==> config.mk <==
export PLATFORM = sky130hd
export DESIGN_NAME = wlrr_fnv
export DESIGN_NICKNAME = d
export VERILOG_FILES = /design/src/design/wlrr_pkg.sv /design/src/design/wlrr_fnv.sv
export SDC_FILE = /design/constraint.sdc
export NUM_CORES = 1
export LEC_CHECK = 0
export BUFFER_PORTS_ARGS = -buffer_cell sky130_fd_sc_hd__buf_2
export CAP_MARGIN = 25
export CORE_MARGIN = 1.5
export CORE_UTILIZATION = 55
export CTS_BUF_LIST = sky130_fd_sc_hd__clkbuf_4
export DETAILED_ROUTE_END_ITERATION = 12
export GPL_TIMING_DRIVEN = 0
export PLACE_DENSITY = 0.76
export SYNTH_ARGS = -nofsm -noshare
export SYNTH_HDL_FRONTEND = slang
export SYNTH_SLANG_ARGS = --single-unit
==> constraint.sdc <==
create_clock -name clk -period 11.3 [get_ports clk]
set_input_delay 0.565 -clock clk [delete_from_list [all_inputs] [get_ports clk]]
set_output_delay 0.565 -clock clk [all_outputs]
set_load 0.005 [all_outputs]
==> src/design/wlrr_pkg.sv <==
// ----------------------------------------------------------------------------
// wlrr_pkg
// Shared constants, codes and types for the wear-levelled record ring.
// ----------------------------------------------------------------------------
`timescale 1ns / 1ps

package wlrr_pkg;

  // store geometry
  localparam int SLOTS_DEFAULT = 256;
  localparam int REC_W         = 128;
  localparam int SLOT_W        = 8;
  localparam int USED_W        = 9;

  // record format and check word
  localparam logic [31:0] MAGIC_WORD = 32'hA5C3F00D;
  localparam logic [31:0] FNV_OFFSET = 32'd2166136261;
  localparam logic [31:0] FNV_PRIME  = 32'd16777619;

  // request kinds
  localparam logic [1:0] REQ_RECOVER = 2'd0;
  localparam logic [1:0] REQ_REPORT  = 2'd1;
  localparam logic [1:0] REQ_PRELOAD = 2'd2;

  // result status codes
  localparam logic [1:0] ST_NONE       = 2'd0;
  localparam logic [1:0] ST_SAVED      = 2'd1;
  localparam logic [1:0] ST_RECOVERED  = 2'd2;
  localparam logic [1:0] ST_NONE_VALID = 2'd3;

  // configuration port
  localparam int CFG_IDX_W  = 1;
  localparam int CFG_DATA_W = 16;
  localparam logic [CFG_IDX_W-1:0] CFG_SAVE_INTERVAL = 1'd0;
  localparam logic [CFG_IDX_W-1:0] CFG_SLOTS_IN_USE  = 1'd1;

  // status of the check word unit
  typedef struct packed {
    logic busy;
    logic done;
  } fnv_stat_t;

endpackage

==> src/design/wlrr_fnv.sv <==
// ----------------------------------------------------------------------------
// wlrr_fnv
// Byte-serial FNV-1a 32 check word over a packed record, check field as zero.
// ----------------------------------------------------------------------------
`timescale 1ns / 1ps

module wlrr_fnv (
  input  logic                clk,
  input  logic                rst_n,
  input  logic                start,
  input  logic [31:0]         magic,
  input  logic [31:0]         sequence_w,
  input  logic [31:0]         minutes,
  output wlrr_pkg::fnv_stat_t stat,
  output logic [31:0]         hash_r
);
  import wlrr_pkg::*;

  logic [95:0] sh_r, sh_nxt;
  logic [31:0] hash_nxt;
  logic [3:0]  cnt_r, cnt_nxt;
  logic        busy_r, busy_nxt;
  logic        done_r, done_nxt;
  logic [31:0] hx;

  // one byte per cycle: little-endian bytes leave the bottom, zeros enter the top
  always_comb begin
    sh_nxt   = sh_r;
    hash_nxt = hash_r;
    cnt_nxt  = cnt_r;
    busy_nxt = busy_r;
    done_nxt = 1'b0;
    hx       = hash_r ^ {24'd0, sh_r[7:0]};
    if (start) begin
      sh_nxt   = {minutes, sequence_w, magic};
      hash_nxt = FNV_OFFSET;
      cnt_nxt  = 4'd0;
      busy_nxt = 1'b1;
    end else if (busy_r) begin
      hash_nxt = hx * FNV_PRIME;
      sh_nxt   = {8'd0, sh_r[95:8]};
      cnt_nxt  = cnt_r + 4'd1;
      if (cnt_r == 4'd15) begin
        busy_nxt = 1'b0;
        done_nxt = 1'b1;
      end
    end
  end

  // control state
  always_ff @(posedge clk) begin
    if (!rst_n) begin
      busy_r <= 1'b0;
      done_r <= 1'b0;
      cnt_r  <= 4'd0;
    end else begin
      busy_r <= busy_nxt;
      done_r <= done_nxt;
      cnt_r  <= cnt_nxt;
    end
  end

  // datapath
  always_ff @(posedge clk) begin
    sh_r   <= sh_nxt;
    hash_r <= hash_nxt;
  end

  assign stat.busy = busy_r;
  assign stat.done = done_r;

endmodule

==> impl_metrics.yaml <==
sta:
  rsz0062_at_grt: "false"
  tightest_slew_ps: 828.4
  slew_headroom_pct: 44.59
  fin_crit_ps: 6085
  drv_slew: 0
  hold_viol_final: 0
  clock-skew-final_ps: 22.48
  period_share_pct: 53.85
  setup_tns_ps: 0
  setup_viol_count_final: 0
  max_freq_ghz: 0.1644
cts:
  insertion_delay_ps: 570
  cts_hold_buf: 0
  numCtsBuffers: 17
  cts_resized: 0
  cts_root_buf: "clkbuf_4"
  post_cts.repair.setup_buffers: 0
  cts_sinks: 134
  clk_pin_slew_ps: 120
  cts_tree: "done"
  htreeDepth: 4
  cts_max_path_buffers: 2
route:
  drtPass1Iterations: 7
  dr.first_iter.drc_count: 466
  wire_per_inst_um: 17.18
  drc_errors: 0
  vias: 7818
  drt.antenna.violating_nets: 0
  routed_wl_um: 24940
  viasPerCell: 5.384
global_route:
  grt.overflow.total: 0
  grt_util_met3_pct: 5.625
  grt_start_max_net_pins: 69
  met2_usage_pct: 42.51
  track_usage_pct: 24.60
  grt_most_used_layer: "met2"
  grt.met1_usage_pct: 29.40
  grt_pass1_vias: 8124
  grt_pass1_wl_um: 40510
  grt_antenna_before_repair: 2
critical_path:
  cp.required_ps: 11720
  cpMostUsedCell: "ha_1"
  critPathLaunchType: "flop"
  reg2reg_slack_ps: 5220
  setup.worst_path.end_class: "flop"
  r2r_cells: 18
  worstPathMaxFanout: 5
  r2r_start: "hash_r[3]"
  critical_path.max_stage_delay_ps: 680
  crit_path_top_delay_cell: "xor2_1"
  critPathKind: "flop to flop"
  cp.arrival_ps: 6510
  path_cells: "xor2_1 > ha_1 > ha_1 > fa_1 > ha_1 > fa_1 > ha_1 > inv_1 > fa_1 > inv_1 > ha_1 > o211ai_1 > nor3_1 > nand3_1 > a311oi_1 > o21ai_0 > nand4b_1 > o311ai_0"
  r2r-end: "hash_r[29]"
run_status:
  outcome: "finished, final reports clean"
min_path:
  min_from: "rst_n"
  hold_class: "input port to flop"
  min_path_cells: 2
  whs_endpoint: "busy_r"
layout:
  multiInputGateArea_um2: 6673
  drive_gt1_share_pct: 24.41
  final-seq-area_um2: 3643
  area_delta_synth_final_pct: 11.82
  fin_nets: 1522
  fill_cells: 1629
yosys:
  yosysTopAreaCellShare_pct: 25.50
  synthArstFlopShare_pct: 0
  ys_types: 58
  ys_seq_area_share_pct: 32.22
  synth_most_common_cell: "inv_1"
  synthesis.nets: 1370
  synth_edf_count: 96
  synth_seq_cells: 134
  syn_area_um2: 11310
  avgSynthCellArea_um2: 11.14
  synthCells: 1015
  synth_area_leader_cell: "edfxtp_1"
  yosys_warnings: 0
  synth_ff_type: "edfxtp_1"
  synth.area.top_cells: "edfxtp_1 25%, ha_1 20%, fa_1 13%"
  yosys-top-cells-count: "190 x inv_1, 182 x ha_1, 96 x edfxtp_1"
placement:
  io_buffer_count: 132
  dp_hpwl_um: 20080
  place_congestion: 0.9223
floorplan:
  ios: 133
  coreArea_um2: 20170
  dieArea_um2: 21430
  start_util_pct: 56.06
  fp.dieW_um: 146.4
  rows: 52
  die_h_um: 146.4
flow_run:
  cap_violations: 0
[how the worst max path moves through the flow]
stage                   start    endpoint  slack [ps]  depth (start not counted)
finish              hash_r[3]  hash_r[29]        5220                         18
floorplan             sh_r[7]  hash_r[26]        6120                         19
CTS                   sh_r[6]  hash_r[31]        5360                         21
global placement      sh_r[6]  hash_r[31]        5440                         21
detailed placement    sh_r[6]  hash_r[31]        5380                         21
global route        hash_r[3]  hash_r[29]        4980                         18
[cells in the final DEF, fill, tap and decap left out, types with 3 or more instances in the layout]
master	Yosys	final
o211ai_1	7	7
dfxtp_1	38	38
mux2i_1	5	5
or2_2	5	5
nand3_1	15	15
buf_2	0	132
ha_1	182	182
nand2b_1	3	3
a21o_1	11	11
a21oi_1	31	31
nand2_1	25	25
nor2b_1	4	4
nor2_1	31	31
edfxtp_1	96	96
inv_6	0	4
xnor2_1	34	34
a211oi_1	4	4
and2_1	12	12
a31oi_1	4	4
buf_4	26	26
clkbuf_4	0	17
o21ai_0	24	24
nand4_1	8	8
mux2_2	88	88
inv_1	190	189
bufinv_16	0	3
xor2_1	16	16
and3_1	4	4
o21bai_1	4	4
a211o_1	7	7
nor3_1	10	10
clkbuf_1	19	19
buf_1	3	3
fa_1	74	74
[final cells by class]
| class | count | share of cell area, % |
|---|---|---|
| buffer | 48 | 2.197 |
| antenna | 2 | 0.03958 |
| clock inverter | 15 | 1.385 |
| sequential | 134 | 28.82 |
| timing repair buffer | 133 | 5.443 |
| multi-input combinational | 643 | 52.78 |
| clock buffer | 17 | 1.009 |
| tap | 270 | 2.672 |
| inverter | 190 | 5.661 |
[cell families after synthesis]
kind of cell	Yosys count	synth area share (%)
xor+xnor	50	3.873
fa+ha+maj	256	33.24
simple gates	125	5.444
mux	93	9.207
compound gates	119	7.248
buf+inv	238	8.764
flops	134	32.22
[through the flow]
stage / utilization, % / setup slack (ps) / hold WS (ps) / instance area (µm²) / instances
final: 62.69 / 5215 / 269.5 / 12640 / 1452
after global routing: 62.69 / 4981 / 235.4 / 12640 / 1452
after CTS: 62.66 / 5356 / 227.6 / 12640 / 1450
after detailed placement: 61.16 / 5375 / 492.3 / 12340 / 1418
after global placement: 61.01 / 5443 / 492.5 / 12310 / 1417
after floorplan: - / 6125 / 474.1 / 11310 / 1015
[state kept, by name, summed over array words and instances, names as in the netlist]
signal,cells
busy_r,1
hash_r,32
cnt_r,4
done_r,1
sh_r,96
[routing by layer]
metal	up-vias	share of wire (%)	wire length, µm
met5	-	0	0
met4	0	3.5	878
met3	60	6.8	1692
met2	243	50	12350
met1	3754	40	10020
li1	3761	-	-
[worst max-delay path: cells and delay by family (launching register included)]
family	cells	cell delay (ps)
adder cells (fa/ha/maj)	8	3010
buffers and inverters	2	90
flip-flops	1	410
AO/OA/AOI/OAI	4	750
AND/OR/NAND/NOR	3	1000
XOR/XNOR	1	680
Power is left out: the tool's default activity adds up to more than one toggle a clock period on the data nets, which glitch-free logic cannot reach.
